$ cat src/sv/bsal_pkg.sv
// shared types and constants of the beat synced audio looper
package bsal_pkg;

    localparam int ADDR_W      = 20;
    localparam int LOOP_DEPTH  = 1 << ADDR_W;
    localparam int IDX_W       = ADDR_W + 1;
    localparam int SAMPLE_BITS = 16;
    localparam int PHASE_W     = 25;
    localparam int PERIOD_W    = 24;
    localparam int BPB_W       = 5;
    localparam int BEATS_W     = 7;
    localparam int CFG_IDX_W   = 1;
    localparam int CFG_DATA_W  = 24;
    localparam int LEN_CALC_W  = 23;

    localparam logic [14:0]         FALLBACK_SAMPLES  = 15'd24000;
    localparam logic [PERIOD_W-1:0] MIN_PERIOD        = PERIOD_W'(256);
    localparam logic [PERIOD_W-1:0] BEAT_PERIOD_RESET = PERIOD_W'(6144000);
    localparam logic [BPB_W-1:0]    BPB_RESET         = BPB_W'(4);
    localparam logic [BPB_W-1:0]    BPB_MAX           = BPB_W'(16);

    localparam logic [CFG_IDX_W-1:0] CFG_BEAT_PERIOD   = CFG_IDX_W'(0);
    localparam logic [CFG_IDX_W-1:0] CFG_BEATS_PER_BAR = CFG_IDX_W'(1);

    typedef enum logic [1:0] {
        OP_FRAME     = 2'd0,
        OP_START_REC = 2'd1,
        OP_STOP_REC  = 2'd2,
        OP_STOP_LOOP = 2'd3
    } t_op;

    typedef struct packed {
        t_op                            op;
        logic signed [SAMPLE_BITS-1:0]  left_in;
        logic signed [SAMPLE_BITS-1:0]  right_in;
        logic [BEATS_W-1:0]             beat_total;
    } t_in_word;

    typedef struct packed {
        logic signed [SAMPLE_BITS-1:0]  left_out;
        logic signed [SAMPLE_BITS-1:0]  right_out;
        logic                           beat_flag;
        logic                           downbeat_flag;
        logic                           is_recording;
        logic                           is_playing;
    } t_out_word;

    // one frame's work handed from the front to the back
    typedef struct packed {
        logic                           wr_en;
        logic [ADDR_W-1:0]              wr_addr;
        logic signed [SAMPLE_BITS-1:0]  mono;
        logic                           rd_en;
        logic [ADDR_W-1:0]              rd_addr;
        logic signed [SAMPLE_BITS-1:0]  left;
        logic signed [SAMPLE_BITS-1:0]  right;
        logic                           beat;
        logic                           down;
        logic                           rec;
        logic                           play;
    } t_job;

    localparam int QUEUE_DEPTH = 4;
    localparam int QPTR_W      = 2;
    localparam int QCNT_W      = 3;

endpackage

$ cat src/sv/bsal_job_queue.sv
// short job queue between front and back
module bsal_job_queue
    import bsal_pkg::*;
(
    input  logic i_clk,
    input  logic i_rst_n,
    input  logic i_push,
    input  t_job i_job,
    output logic o_full,
    input  logic i_pop,
    output t_job o_job,
    output logic o_empty
);

    t_job              r_mem [QUEUE_DEPTH];
    logic [QPTR_W-1:0] r_wptr;
    logic [QPTR_W-1:0] r_rptr;
    logic [QCNT_W-1:0] r_cnt;
    logic              do_push;
    logic              do_pop;

    assign o_full  = (r_cnt == QCNT_W'(QUEUE_DEPTH));
    assign o_empty = (r_cnt == '0);
    assign o_job   = r_mem[r_rptr];
    assign do_push = i_push && !o_full;
    assign do_pop  = i_pop && !o_empty;

    always_ff @(posedge i_clk) begin
        if (do_push) begin
            r_mem[r_wptr] <= i_job;
        end
    end

    always_ff @(posedge i_clk) begin
        if (!i_rst_n) begin
            r_wptr <= '0;
            r_rptr <= '0;
            r_cnt  <= '0;
        end else begin
            if (do_push) begin
                r_wptr <= r_wptr + QPTR_W'(1);
            end
            if (do_pop) begin
                r_rptr <= r_rptr + QPTR_W'(1);
            end
            if (do_push && !do_pop) begin
                r_cnt <= r_cnt + QCNT_W'(1);
            end else if (do_pop && !do_push) begin
                r_cnt <= r_cnt - QCNT_W'(1);
            end
        end
    end

endmodule

$ cat config.mk
export PLATFORM = sky130hd
export DESIGN_NAME = bsal_job_queue
export DESIGN_NICKNAME = d
export VERILOG_FILES = /design/src/sv/bsal_pkg.sv /design/src/sv/bsal_job_queue.sv
export SDC_FILE = /design/constraint.sdc
export NUM_CORES = 1
export LEC_CHECK = 0
export ABC_AREA = 1
export BUFFER_PORTS_ARGS = -buffer_cell sky130_fd_sc_hd__buf_2
export CAP_MARGIN = 10
export CORE_MARGIN = 5
export CORE_UTILIZATION = 55
export CTS_CLUSTER_DIAMETER = 60
export DETAILED_ROUTE_END_ITERATION = 10
export PLACE_DENSITY_LB_ADDON = 0.15
export SYNTH_ARGS = -nofsm -noshare
export SYNTH_HDL_FRONTEND = slang
export SYNTH_SLANG_ARGS = --single-unit
$ cat constraint.sdc
create_clock -name i_clk -period 7.2 [get_ports i_clk]
set_input_delay 0.72 -clock i_clk [delete_from_list [all_inputs] [get_ports i_clk]]
set_output_delay 0.72 -clock i_clk [all_outputs]
set_load 0.01 [all_outputs]
==> run_results.csv, run 1 <==
group,metric,value,unit
setup_path,path_buf_inv,3,
clocking,cts_buffer_depth,3,
timing,period_needed,3.97,ns
status,status,"finished, final reports clean",
floorplan,dieArea,0.0295,mm^2
hold_path,worstHoldPathType,"in -> reg",
synthesis,ys_seq_area_share,79.7,%
setup_path,reg2reg_to,"r_mem[3][69]$_DFFE_PP_",
power,powerDensity,360,mW/mm^2
layout,area_growth,16.2,%
timing,worstMarginPinSlew,1.08,ns
setup_path,critPathCaptureType,"primary output",
clocking,cts_tree,"done",
setup_path,cpPeakStageDelay,0.74,ns
route,drcViolationCount,0,
placement,dpl_cell_area,0.0155,mm^2
layout,layout_commonest_cell,"edfxtp_1",
placement,hpwl,16700,um
timing,fin_skew,0.0160,ns
route,drtIter0Drc,760,
layout,final_layout_size_suffix_gt1_share,21.9,%
hold_path,min_to,"r_mem[0][29]$_DFFE_PP_",
setup_path,worstPathMaxFanout,111,
setup_path,critical_path_required,6.48,ns
clocking,cts_resized,0,
global_route,antenna_found_initial,7,
timing,hold_viol_final,0,
setup_path,cp_cell_sequence,"inv_6 > buf_4 > o21ai_0 > o22ai_1 > buf_2",
setup_path,slowest_stage,"buf_4",
clocking,cts.clk_slew.worst_paths,0.06,ns
global_route,grt_pass1_vias,8235,
layout,finalInstanceArea,0.0167,mm^2
placement,gp_congestion,0.772,
floorplan,die_w,172,um
timing,rsz0062_at_grt,"false",
clocking,clk_latency,0.52,ns
route,drtPass1Iterations,7,
global_route,globalRouteTotalUtil,20.2,%
route,routed_wl,30200,um
synthesis,syn-instance-count,979,
layout,mostFrequentLayoutCells,"edfxtp_1, nor2_1, buf_2",
setup_path,reg2reg_depth,6,
timing,slew_violations,0,
hold_path,worstHoldStart,"i_job[29]",
hold_path,whs_path_depth,1,
timing,timing.hold.ws,0.413,ns
timing,setup_violations,0,
global_route,grt_pass1_wl,46300,um
synthesis,synth_nets,1083,
route,vias,8604,
placement,dp_slack,3.70,ns
floorplan,io_pins,194,
setup_path,cp_top_family,"buffers and inverters",
synthesis,yosysWarnings,0,
clocking,holdBufCountCts,0,
global_route,grt_overflow,0,
synthesis,postSynthAreaPerCell,14.7,um^2
global_route,grt_start_max_net_pins,112,
route,wl_per_cell,19.8,um
route,ant_nets,0,
placement,numPortBuffers,193,
timing,slew_headroom,28.0,%
floorplan,core-area,0.0259,mm^2
power,power,6.02,mW
power,vdd_drop_max,247,uV
timing,tns,0,ns
setup_path,rrSetupSlack,4.10,ns
setup_path,critPathKind,"reg -> out",
layout,nNetsFinal,1268,
synthesis,ys_ff_latch,385,
clocking,cts_setup_buffers,0,
layout,fill_cells,1889,
floorplan,start_util,55.5,%
flow_run,cap_viol_max_count,0,
synthesis,yosysUniqueCellTypes,21,
clocking,cts_max_level,2,
timing,fin_ws,3.23,ns
route,routed_via_density,5.63,
clocking,cts_root_buffer,"clkbuf_16",
timing,max_freq,252,MHz
setup_path,arrival,3.25,ns
power,p_leak,5.87,nW
floorplan,die_h,172,um
synthesis,synthesis.area,0.0144,mm^2
floorplan,num_rows,59,
clocking,cts_buffers,40,
setup_path,r2r-start,"r_cnt[0]$_SDFFE_PN0P_",
clocking,clock-sinks,385,
timing,timing.final.crit_share,55.1,%
setup_path,start_kind,"flop",
synthesized netlist by cell type (all sizes together):
cell type / instances / area, um^2
o22ai: 94 / 588
nand3: 4 / 20.0
a21oi: 3 / 15.0
fa: 1 / 20.0
nor2: 202 / 758
ha: 5 / 62.6
buf: 22 / 216
nand3b: 1 / 7.51
edfxtp: 376 / 11300
o21ai: 189 / 946
clkbuf: 39 / 146
dfxtp: 9 / 180
xor2: 1 / 8.76
inv: 18 / 72.6
nand2: 15 / 56.3
metal layers:
| metal | up-vias | track usage (%) | wire, um |
|---|---|---|---|
| met4 | 8 | 5.91 | 646 |
| li1 | 4050 | - | - |
| met3 | 59 | 5.29 | 2450 |
| met1 | 4198 | 29.2 | 13000 |
| met5 | - | 0 | 42 |
| met2 | 289 | 30.9 | 14100 |
worst max path at each step:
| stage | cells past startpoint | slack [ns] | start | end |
|---|---|---|---|---|
| after floorplan | 2 | 1.91 | i_push | r_mem[0][0]$_DFFE_PP_ |
| after global placement | 5 | 3.69 | flop | o_job[79] |
| after detailed placement | 5 | 3.70 | flop | o_job[79] |
| after CTS | 5 | 3.15 | flop | o_job[79] |
| after global routing | 5 | 2.93 | flop | o_job[82] |
| final | 5 | 3.23 | flop | o_job[9] |
cell type report:
cell class,count,area (um^2),share of cell area (%)
diodes,5,12.5,0.0749
clock buffers,46,1040,6.25
clock inverters,19,130,0.778
inverters,18,72.6,0.434
multi-input cells,515,2510,15.0
flip-flops and latches,385,11500,68.7
well taps,335,419,2.51
repair buffers,204,1050,6.27
sequential cells by signal (all words and copies together) (netlist names), named ones only:
register,cells
r_rptr,2
r_wptr,2
r_cnt,3
r_mem,376
stage by stage:
stage	cells	utilization, %
floorplan	979	-
global placement	1457	59.9
global route	1525	64.5
detailed placement	1457	59.9
finish	1527	64.5
CTS	1522	64.5
cell families (layout without fill, tap and decap cells):
family / Yosys count / in the layout / synth area share [%]
flops: 385 / 385 / 79.7
compound gates: 286 / 286 / 10.8
simple gates: 222 / 222 / 5.85
buf+inv: 79 / 287 / 3.03
fa+ha+maj: 6 / 6 / 0.574
xor+xnor: 1 / 1 / 0.0609
other cells: 0 / 5 / 0
power by group:
| part | switching [mW] | internal (mW) | leakage [nW] |
|---|---|---|---|
| registers | 0.107 | 2.73 | 3.52 |
| logic | 0.891 | 0.427 | 1.77 |
| clock network | 0.774 | 1.10 | 0.578 |
| total | 1.77 | 4.25 | 5.87 |
No activity file was read; power rests on OpenSTA's default activity.
==> run 2: changes to the inputs <==
Clock period 7.2 ns to 3.73 ns, I/O delays scaled along.
==> run 2 against run 1 <==
  * Final cell count about the same
  * First-iteration DRC count rose by 5.7%
  * Clock power increased by 84%
  * Count of clock-buffer cells in the layout grew 9
  * Register-to-register slack worse by 2.7 ns
  * Setup slack worse by 2.4 ns
  * Sequential cell count unchanged
  * Critical path depth shrank 1
  * Worst hold slack worse by 0.35 ns
  * Highest routed layer unchanged
  * Clock skew grew 0.0079 ns
  * Critical path type unchanged
  * Sequential power is 90% higher
  * Non-clock buffer count up 2
==> run_results.csv, run 2 (same netlist as run 1, synthesis figures left out) <==
group,metric,value,unit
floorplan,start_util,55.5,%
timing,max_freq,349,MHz
setup_path,start_kind,"flop",
hold_path,worstHoldStart,"i_job[4]",
floorplan,dieArea,0.0295,mm^2
layout,layout_commonest_cell,"edfxtp_1",
timing,setup_violations,0,
route,routed_via_density,5.62,
setup_path,slowest_stage,"buf_4",
floorplan,die_h,172,um
route,drcViolationCount,0,
flow_run,cap_viol_max_count,0,
clocking,cts_tree,"done",
power,vdd_drop_max,588,uV
clocking,clock-sinks,385,
setup_path,cpPeakStageDelay,0.75,ns
setup_path,critPathCaptureType,"primary output",
global_route,grt_pass1_wl,44900,um
floorplan,io_pins,194,
floorplan,core-area,0.0259,mm^2
route,vias,8586,
timing,period_needed,2.87,ns
status,status,"finished, final reports clean",
timing,fin_ws,0.861,ns
global_route,grt_pass1_vias,8419,
setup_path,arrival,2.50,ns
route,drtPass1Iterations,5,
setup_path,path_buf_inv,2,
route,wl_per_cell,19.3,um
layout,reg_top3,"r_mem (376), r_cnt (3)",
timing,timing.final.crit_share,76.9,%
layout,final_layout_size_suffix_gt1_share,21.8,%
clocking,holdBufCountCts,0,
layout,regMostFlops,"r_mem",
setup_path,worstPathMaxFanout,84,
power,power,11.5,mW
clocking,cts_root_buffer,"clkbuf_16",
route,ant_nets,0,
timing,rsz0062_at_grt,"false",
route,routed_wl,29500,um
timing,worstMarginPinSlew,0.956,ns
global_route,grt_start_max_net_pins,189,
clocking,cts.clk_slew.worst_paths,0.05,ns
clocking,clk_latency,0.52,ns
power,powerDensity,686,mW/mm^2
placement,dp_slack,1.40,ns
setup_path,critical_path_required,3.36,ns
placement,hpwl,15900,um
power,p_leak,5.87,nW
clocking,cts_max_level,2,
layout,mostFrequentLayoutCells,"edfxtp_1, nor2_1, buf_2",
setup_path,critPathKind,"reg -> out",
global_route,globalRouteTotalUtil,19.6,%
placement,numPortBuffers,193,
placement,placed_cells,1459,
timing,hold_viol_final,0,
global_route,antenna_found_initial,6,
layout,area_growth,16.4,%
setup_path,cp_top_family,"buffers and inverters",
floorplan,die_w,172,um
layout,largest_reg_flops,376,
clocking,cts_setup_buffers,0,
placement,gp_congestion,0.709,
layout,instances_no_fill,1528,
timing,slew_violations,0,
hold_path,worstHoldPathType,"in -> reg",
floorplan,num_rows,59,
route,drtIter0Drc,803,
global_route,grt_overflow,0,
timing,fin_skew,0.0240,ns
timing,slew_headroom,36.3,%
placement,dpl_cell_area,0.0156,mm^2
setup_path,cp_cell_sequence,"buf_4 > o21ai_0 > o22ai_1 > buf_2",
clocking,cts_buffer_depth,3,
setup_path,rrSetupSlack,1.41,ns
layout,nNetsFinal,1268,
timing,tns,0,ns
clocking,cts_buffers,38,
setup_path,r2r-start,"r_cnt[0]$_SDFFE_PN0P_",
layout,finalInstanceArea,0.0168,mm^2
clocking,cts_resized,0,
## run 2: report_power, final
group	leakage, nW	internal, mW	switching [mW]	total [mW]
sequential	3.52	5.26	0.112	5.37
combinational	1.80	0.860	1.81	2.67
clock	0.552	2.00	1.45	3.45
total	5.87	8.12	3.38	11.5
## run 2: path summary, 6_finish.rpt
path	endpoint	cells past startpoint
setup / recovery	o_job[18]	4
hold / removal	r_mem[0][4]$_DFFE_PP_	1
setup reg to reg	r_mem[3][57]$_DFFE_PP_	5
hold reg to reg	r_wptr[1]$_SDFFE_PN0P_	2
## run 2: final cells by class
class	instances	area, um^2
fillers	1865	9160
diodes	2	5.00
well taps	335	419
clock buffers	55	1080
flip-flops and latches	385	11500
multi-input cells	515	2510
inverters	18	72.6
clock inverters	12	51.3
repair buffers	206	1140
## run 2: worst register-to-register path, delay by kind of cell (launching register included)
kind	cells	cell delay, ns
buffers and inverters	1	0.36
AND/OR/NAND/NOR	4	1.19
flip-flops	1	0.39
## run 2: per-stage QoR
stage	utilization [%]	hold WS [ns]
2_1_floorplan	-	0.465
3_3_place_gp	60.3	0.488
3_5_place_dp	60.3	0.510
4_1_cts	64.6	0.0482
5_1_grt	64.7	0.0543
6_report	64.7	0.0675
## run 2: routing by layer
metal | track usage [%] | up-vias | part of all wire (%)
li1 | - | 4050 | -
met1 | 26.5 | 4202 | 41
met2 | 31.5 | 279 | 48
met3 | 5.38 | 47 | 8.7
met4 | 5.91 | 8 | 2.2
met5 | 0 | - | 0.15
