--- src/sv/bsal_pkg.sv ---
// shared types and constants of the beat synced audio looper
package bsal_pkg;

    localparam int ADDR_W      = 20;
    localparam int LOOP_DEPTH  = 1 << ADDR_W;
    localparam int IDX_W       = ADDR_W + 1;
    localparam int SAMPLE_BITS = 16;
    localparam int PHASE_W     = 25;
    localparam int PERIOD_W    = 24;
    localparam int BPB_W       = 5;
    localparam int BEATS_W     = 7;
    localparam int CFG_IDX_W   = 1;
    localparam int CFG_DATA_W  = 24;
    localparam int LEN_CALC_W  = 23;

    localparam logic [14:0]         FALLBACK_SAMPLES  = 15'd24000;
    localparam logic [PERIOD_W-1:0] MIN_PERIOD        = PERIOD_W'(256);
    localparam logic [PERIOD_W-1:0] BEAT_PERIOD_RESET = PERIOD_W'(6144000);
    localparam logic [BPB_W-1:0]    BPB_RESET         = BPB_W'(4);
    localparam logic [BPB_W-1:0]    BPB_MAX           = BPB_W'(16);

    localparam logic [CFG_IDX_W-1:0] CFG_BEAT_PERIOD   = CFG_IDX_W'(0);
    localparam logic [CFG_IDX_W-1:0] CFG_BEATS_PER_BAR = CFG_IDX_W'(1);

    typedef enum logic [1:0] {
        OP_FRAME     = 2'd0,
        OP_START_REC = 2'd1,
        OP_STOP_REC  = 2'd2,
        OP_STOP_LOOP = 2'd3
    } t_op;

    typedef struct packed {
        t_op                            op;
        logic signed [SAMPLE_BITS-1:0]  left_in;
        logic signed [SAMPLE_BITS-1:0]  right_in;
        logic [BEATS_W-1:0]             beat_total;
    } t_in_word;

    typedef struct packed {
        logic signed [SAMPLE_BITS-1:0]  left_out;
        logic signed [SAMPLE_BITS-1:0]  right_out;
        logic                           beat_flag;
        logic                           downbeat_flag;
        logic                           is_recording;
        logic                           is_playing;
    } t_out_word;

    // one frame's work handed from the front to the back
    typedef struct packed {
        logic                           wr_en;
        logic [ADDR_W-1:0]              wr_addr;
        logic signed [SAMPLE_BITS-1:0]  mono;
        logic                           rd_en;
        logic [ADDR_W-1:0]              rd_addr;
        logic signed [SAMPLE_BITS-1:0]  left;
        logic signed [SAMPLE_BITS-1:0]  right;
        logic                           beat;
        logic                           down;
        logic                           rec;
        logic                           play;
    } t_job;

    localparam int QUEUE_DEPTH = 4;
    localparam int QPTR_W      = 2;
    localparam int QCNT_W      = 3;

endpackage

--- src/sv/bsal_front.sv ---
// front: takes words, runs the beat clock and looper state, emits memory jobs
module bsal_front
    import bsal_pkg::*;
(
    input  logic                    i_clk,
    input  logic                    i_rst_n,
    input  logic                    i_push,
    input  t_in_word                i_in_word,
    input  logic                    i_q_full,
    input  logic                    i_cfg_we,
    input  logic [CFG_IDX_W-1:0]    i_cfg_idx,
    input  logic [CFG_DATA_W-1:0]   i_cfg_data,
    output logic                    o_job_push,
    output t_job                    o_job
);

    logic [PERIOD_W-1:0] r_beat_period;
    logic [BPB_W-1:0]    r_beats_per_bar;
    logic [IDX_W-1:0]    r_wi, n_wi;
    logic [IDX_W-1:0]    r_len, n_len;
    logic [ADDR_W-1:0]   r_pi, n_pi;
    logic                r_rec, n_rec;
    logic                r_play, n_play;
    logic [PHASE_W-1:0]  r_phase, n_phase;
    logic [3:0]          r_bar, n_bar;

    logic                  accept;
    logic [PERIOD_W-1:0]   period_eff;
    logic [BPB_W-1:0]      bpb_eff;
    logic [PHASE_W-1:0]    phase_inc;
    logic                  beat_hit;
    logic [BPB_W-1:0]      bar_next;
    logic                  down_hit;
    logic                  auto_stop;
    logic                  rec_f;
    logic                  play_f;
    logic [ADDR_W-1:0]     pi_a;
    logic                  wr;
    logic                  rd;
    logic [ADDR_W-1:0]     raddr;
    logic [IDX_W-1:0]      pi_inc;
    logic [ADDR_W-1:0]     pi_after;
    logic signed [SAMPLE_BITS:0] mix_sum;
    logic [LEN_CALC_W-1:0] len_raw;
    logic [IDX_W-1:0]      len_cap;
    logic [30:0]           len_prod;

    assign accept = i_push && !i_q_full;

    // beat clock
    assign period_eff = (r_beat_period < MIN_PERIOD) ? MIN_PERIOD : r_beat_period;
    assign bpb_eff    = (r_beats_per_bar == '0) ? BPB_W'(1) :
                        ((r_beats_per_bar > BPB_MAX) ? BPB_MAX : r_beats_per_bar);
    assign phase_inc  = r_phase + PHASE_W'(256);
    assign beat_hit   = (r_beat_period != '0) && (phase_inc >= PHASE_W'(period_eff));
    assign bar_next   = BPB_W'(r_bar) + BPB_W'(1);
    assign down_hit   = beat_hit && (bar_next >= bpb_eff);
    assign auto_stop  = beat_hit && r_rec && (r_len != '0) && (r_wi >= r_len);

    // recording and playback after the beat
    assign rec_f   = r_rec && !auto_stop;
    assign play_f  = r_play || auto_stop;
    assign pi_a    = auto_stop ? '0 : r_pi;
    assign wr      = rec_f && (r_len != '0) && (r_wi < r_len) && (r_wi < IDX_W'(LOOP_DEPTH));
    assign rd      = play_f && (r_len != '0);
    assign raddr   = (IDX_W'(pi_a) >= r_len) ? '0 : pi_a;
    assign pi_inc  = IDX_W'(raddr) + IDX_W'(1);
    assign pi_after = (pi_inc >= r_len) ? '0 : pi_inc[ADDR_W-1:0];
    assign mix_sum = (SAMPLE_BITS+1)'(i_in_word.left_in) + (SAMPLE_BITS+1)'(i_in_word.right_in);

    // start record length
    assign len_prod = 31'(i_in_word.beat_total) * 31'(r_beat_period);
    assign len_raw  = (r_beat_period == '0) ?
                      LEN_CALC_W'(LEN_CALC_W'(i_in_word.beat_total) * LEN_CALC_W'(FALLBACK_SAMPLES)) :
                      len_prod[30:8];
    assign len_cap  = (len_raw > LEN_CALC_W'(LOOP_DEPTH)) ? IDX_W'(LOOP_DEPTH) : len_raw[IDX_W-1:0];

    always_comb begin
        n_wi       = r_wi;
        n_len      = r_len;
        n_pi       = r_pi;
        n_rec      = r_rec;
        n_play     = r_play;
        n_phase    = r_phase;
        n_bar      = r_bar;
        o_job_push = 1'b0;
        o_job      = '0;
        if (accept) begin
            unique case (i_in_word.op)
                OP_START_REC: begin
                    n_len  = len_cap;
                    n_wi   = '0;
                    n_pi   = '0;
                    n_play = 1'b0;
                    n_rec  = 1'b1;
                end
                OP_STOP_REC: begin
                    if (r_rec) begin
                        n_rec = 1'b0;
                        if (r_wi != '0) begin
                            n_len  = r_wi;
                            n_pi   = '0;
                            n_play = 1'b1;
                        end
                    end
                end
                OP_STOP_LOOP: begin
                    n_rec  = 1'b0;
                    n_play = 1'b0;
                    n_pi   = '0;
                    n_wi   = '0;
                    n_len  = '0;
                end
                OP_FRAME: begin
                    if (r_beat_period != '0) begin
                        n_phase = beat_hit ? (phase_inc - PHASE_W'(period_eff)) : phase_inc;
                    end
                    if (beat_hit) begin
                        n_bar = down_hit ? '0 : bar_next[3:0];
                    end
                    n_rec  = rec_f;
                    n_play = play_f;
                    n_pi   = rd ? pi_after : pi_a;
                    if (wr) begin
                        n_wi = r_wi + IDX_W'(1);
                    end
                    o_job_push    = 1'b1;
                    o_job.wr_en   = wr;
                    o_job.wr_addr = r_wi[ADDR_W-1:0];
                    o_job.mono    = mix_sum[SAMPLE_BITS:1];
                    o_job.rd_en   = rd;
                    o_job.rd_addr = raddr;
                    o_job.left    = i_in_word.left_in;
                    o_job.right   = i_in_word.right_in;
                    o_job.beat    = beat_hit;
                    o_job.down    = down_hit;
                    o_job.rec     = rec_f;
                    o_job.play    = play_f;
                end
            endcase
        end
    end

    always_ff @(posedge i_clk) begin
        if (!i_rst_n) begin
            r_beat_period   <= BEAT_PERIOD_RESET;
            r_beats_per_bar <= BPB_RESET;
            r_wi            <= '0;
            r_len           <= '0;
            r_pi            <= '0;
            r_rec           <= 1'b0;
            r_play          <= 1'b0;
            r_phase         <= '0;
            r_bar           <= '0;
        end else begin
            r_wi    <= n_wi;
            r_len   <= n_len;
            r_pi    <= n_pi;
            r_rec   <= n_rec;
            r_play  <= n_play;
            r_phase <= n_phase;
            r_bar   <= n_bar;
            if (i_cfg_we && (i_cfg_idx == CFG_BEAT_PERIOD)) begin
                r_beat_period <= i_cfg_data[PERIOD_W-1:0];
            end
            if (i_cfg_we && (i_cfg_idx == CFG_BEATS_PER_BAR)) begin
                r_beats_per_bar <= i_cfg_data[BPB_W-1:0];
            end
        end
    end

endmodule

--- config.mk ---
export PLATFORM = sky130hd
export DESIGN_NAME = bsal_front
export DESIGN_NICKNAME = d
export VERILOG_FILES = /design/src/sv/bsal_pkg.sv /design/src/sv/bsal_front.sv
export SDC_FILE = /design/constraint.sdc
export NUM_CORES = 1
export LEC_CHECK = 0
export ABC_AREA = 1
export ABC_CLOCK_PERIOD_IN_PS = 7900
export BUFFER_PORTS_ARGS = -buffer_cell sky130_fd_sc_hd__buf_2
export CORE_MARGIN = 5
export CORE_UTILIZATION = 30
export DETAILED_ROUTE_END_ITERATION = 8
export MAX_ROUTING_LAYER = met4
export SYNTH_ARGS = -nofsm -noshare
export SYNTH_HDL_FRONTEND = slang
export SYNTH_SLANG_ARGS = --single-unit
export TNS_END_PERCENT = 10
--- constraint.sdc ---
create_clock -name i_clk -period 7.9 [get_ports i_clk]
set_input_delay 1.58 -clock i_clk [delete_from_list [all_inputs] [get_ports i_clk]]
set_output_delay 1.58 -clock i_clk [all_outputs]
set_load 0.005 [all_outputs]
==> impl_metrics.py <==
metrics = {
    "pwr": {
        "irDropWorstVdd_uv": 158.8,
        "powerDensity_nw_per_um2": 189.6,
        "total_leakage_power_uw": 0.01045,
    },
    "sta": {
        "period_share_pct": 92.28,
        "finClkSkew_ns": 0.01638,
        "setup_viol": 0,
        "slew_viol_final": 0,
        "worstMarginPinSlew_ns": 0.8573,
        "holdWs_ns": 0.4728,
        "finalWorstSetupSlack_ns": 0.6102,
        "min_period_ns": 7.290,
        "slew_headroom_pct": 42.78,
        "max_freq_mhz": 137.2,
        "hold_viol": 0,
    },
    "critical_path": {
        "cp_slowest_cell": "nor3_1",
        "regToRegSetupSlack_ns": 0.70,
        "critPathMostFrequentCell": "nand2_1",
        "path_max_fanout": 8,
        "crit_type": "flop to output port",
        "cp-endpoint": "o_job[37]",
        "start_kind": "flop",
        "arrival_ns": 5.71,
        "cp-end-kind": "output port",
        "cp.required_ns": 6.32,
        "cp_top_family": "simple AND/OR/NAND/NOR gates",
        "r2r-end": "r_pi[2]",
        "r2r_start": "r_phase[10]",
        "critPathLaunch": "r_phase[10]",
        "cp.depth": 34,
        "r2r_cells": 50,
        "slowest_delay_ns": 0.46,
        "crit_buf_inv": 7,
    },
    "cells_and_area": {
        "nets": 3250,
        "layoutNonFillerInstCount": 3643,
        "synthToLayoutAreaGrowth_pct": 14.05,
        "layout-drive-gt1-share_pct": 10.46,
    },
    "global_route": {
        "grt_util_all_layers_pct": 17.26,
        "grt_antenna_before_repair": 0,
        "gr-usage-met2_pct": 27.40,
        "gr-max-usage-layer": "met2",
        "grt_remaining_overflow": 0,
        "grt_pass1_wl_mm": 88.75,
        "grt_max_degree": 68,
        "grtUsageMet3_pct": 2.424,
        "met1_usage_pct": 23.43,
        "grt_pass1_vias": 17270,
    },
    "clock_tree": {
        "cts_tree": "built",
        "htreeDepth": 4,
        "cts_root_buf": "clkbuf_16",
        "cts_sinks": 122,
        "clk_latency_ns": 0.45,
        "numCtsBuffers": 17,
        "clk_path_buf_depth": 2,
        "path_clk_slew_ns": 0.06,
        "hold_buffers": 0,
    },
    "route": {
        "wl_mm": 55.18,
        "routedWlPerCell_um": 15.15,
        "ant_nets": 0,
        "drc": 0,
        "dr.pass1.iters": 7,
        "via_per_inst": 4.886,
        "vias": 17800,
        "drtIter0Drc": 1156,
    },
    "die": {
        "initial_core_util_pct": 30.17,
        "row_count": 89,
        "die_w_um": 253.2,
        "die_h_um": 253.2,
        "fp.coreArea_um2": 58800,
        "pin_count": 166,
        "die_area_um2": 64100,
    },
    "logic_synthesis": {
        "yosys.area_share.simple_pct": 28.15,
        "avgSynthCellArea_um2": 6.503,
        "synthArstFlopShare_pct": 0,
        "synthMuxAreaShare_pct": 0,
        "synth_compound_area_share_pct": 15.35,
        "synth_xor_xnor_area_share_pct": 2.567,
        "syn-cell-area_um2": 17740,
        "synthCells": 2728,
        "synth_top_family_by_area": "adder cells",
        "synth_enable_flop_cells": 0,
        "synth_top_cell_by_area": "fa_1",
        "synth.distinct_cells": 50,
        "synth_nets": 3122,
        "synthAdderAreaFrac_pct": 28.28,
        "synth_top_cell_area_share_pct": 14.67,
        "synth_common_cells": "nand2_1 (663), inv_1 (434), nor2_1 (273)",
        "yosysMostFrequentCell": "nand2_1",
        "yosys_most_used_dff": "dfxtp_1",
        "synth_warnings": 0,
        "ys_ff_latch": 122,
        "synth_area_leaders": "fa_1 (15%), nand2_1 (14%), dfxtp_1 (14%), ha_1 (14%), inv_1 (9.2%)",
        "synth_seq_area_share_pct": 13.77,
    },
    "min_path": {
        "hold_path_class": "flop to flop",
        "hp-start": "r_play",
        "hold_depth": 2,
    },
    "job": {
        "cap_violations": 0,
    },
    "place": {
        "post-place-cells": 3600,
        "gp_congestion": 0.9474,
        "dp_hpwl_mm": 44.29,
        "portBuffers": 165,
        "pre_cts_ws_ns": 0.1356,
    },
    "run_status": {
        "status": "finished, final reports clean",
    },
}
-- timing repair --
| item | CTS | global route |
|---|---|---|
| setup buffers | 0 | 8 |
| resized for setup | 0 | 12 |
| endpoints found under the setup margin | 0 | 38 |
-- layout make-up --
class | instances | area, um^2
sequential | 122 | 2444
multi-input combinational | 2058 | 13230
clock inverter | 15 | 211.5
timing repair buffer | 213 | 1284
inverter | 444 | 1667
tap | 773 | 967.2
antenna | 1 | 2.502
fill | 6512 | 38560
clock buffer | 17 | 425.4
-- power by group --
part           switching [uW]  internal [uW]  leakage [uW]
sequential               25.6            633      0.000991
clock                     342            534      0.000310
combinational            1480            819       0.00915
-- layout by cell type (no fill, tap or decap), types with 5 or more instances in the layout --
| master | instances |
|---|---|
| nand2_1 | 662 |
| inv_1 | 433 |
| nor2_1 | 267 |
| a21oi_1 | 250 |
| ha_1 | 193 |
| buf_2 | 165 |
| o21ai_0 | 151 |
| fa_1 | 130 |
| dfxtp_1 | 121 |
| nand3_1 | 98 |
| nor3_1 | 43 |
| buf_4 | 41 |
| nand4_1 | 37 |
| xor2_1 | 33 |
| o21ai_1 | 19 |
| xnor2_1 | 19 |
| clkbuf_16 | 19 |
| o211ai_1 | 15 |
| and2_1 | 13 |
| nor4_1 | 12 |
| o21bai_1 | 11 |
| a211oi_1 | 11 |
| nor2_4 | 10 |
| nor2_2 | 9 |
| o21a_1 | 9 |
| a21o_1 | 8 |
| inv_2 | 7 |
| a31oi_1 | 7 |
| nand2_2 | 6 |
| nand3b_1 | 6 |
| inv_6 | 6 |
| nand3_2 | 5 |
| nand4_2 | 5 |
| o22ai_1 | 5 |
| buf_12 | 5 |
-- worst register-to-register path, delay by kind of cell (launching register included) --
family / cells / cell delay, ns
buf+inv: 7 / 0.86
flops: 1 / 0.35
xor+xnor: 1 / 0.10
fa+ha+maj: 3 / 0.91
compound gates: 6 / 0.86
simple gates: 33 / 3.98
-- cells by family (layout without fill, tap and decap cells) --
| logic type | Yosys count | in the layout |
|---|---|---|
| XOR/XNOR | 52 | 52 |
| AO/OA/AOI/OAI | 503 | 503 |
| other | 0 | 1 |
| adder cells (fa/ha/maj) | 323 | 323 |
| flip-flops | 122 | 122 |
| buffers and inverters | 548 | 689 |
| AND/OR/NAND/NOR | 1180 | 1180 |
-- registers in the layout, summed over array words and instances, names as in the netlist --
register         cells
r_len               21
r_phase             25
r_beats_per_bar      5
r_rec                1
r_bar                4
r_beat_period       24
r_pi                20
r_play               1
r_wi                21
-- how the worst min path moves through the flow --
stage,slack [ns],to
floorplan,0.45,r_bar[3]
global placement,0.46,r_play
detailed placement,0.46,r_bar[3]
CTS,0.47,r_play
global route,0.49,r_bar[3]
finish,0.47,r_play
-- per-stage QoR --
stage	power, uW	util [%]	TNS [ns]	instance area, um^2
2_1_floorplan	2386	-	0	17740
3_3_place_gp	2950	33.05	0	19430
3_5_place_dp	2953	33.05	0	19430
4_1_cts	3844	34.14	0	20070
5_1_grt	4228	34.41	-0.6785	20230
6_report	3837	34.41	0	20230
-- metal layers --
| metal | share of wire (%) | wire length (um) |
|---|---|---|
| met5 | 0 | 0 |
| met4 | 2.0 | 1094 |
| met3 | 4.9 | 2726 |
| met2 | 46 | 25310 |
| met1 | 47 | 26050 |
Power figures use the tool's default switching activity.
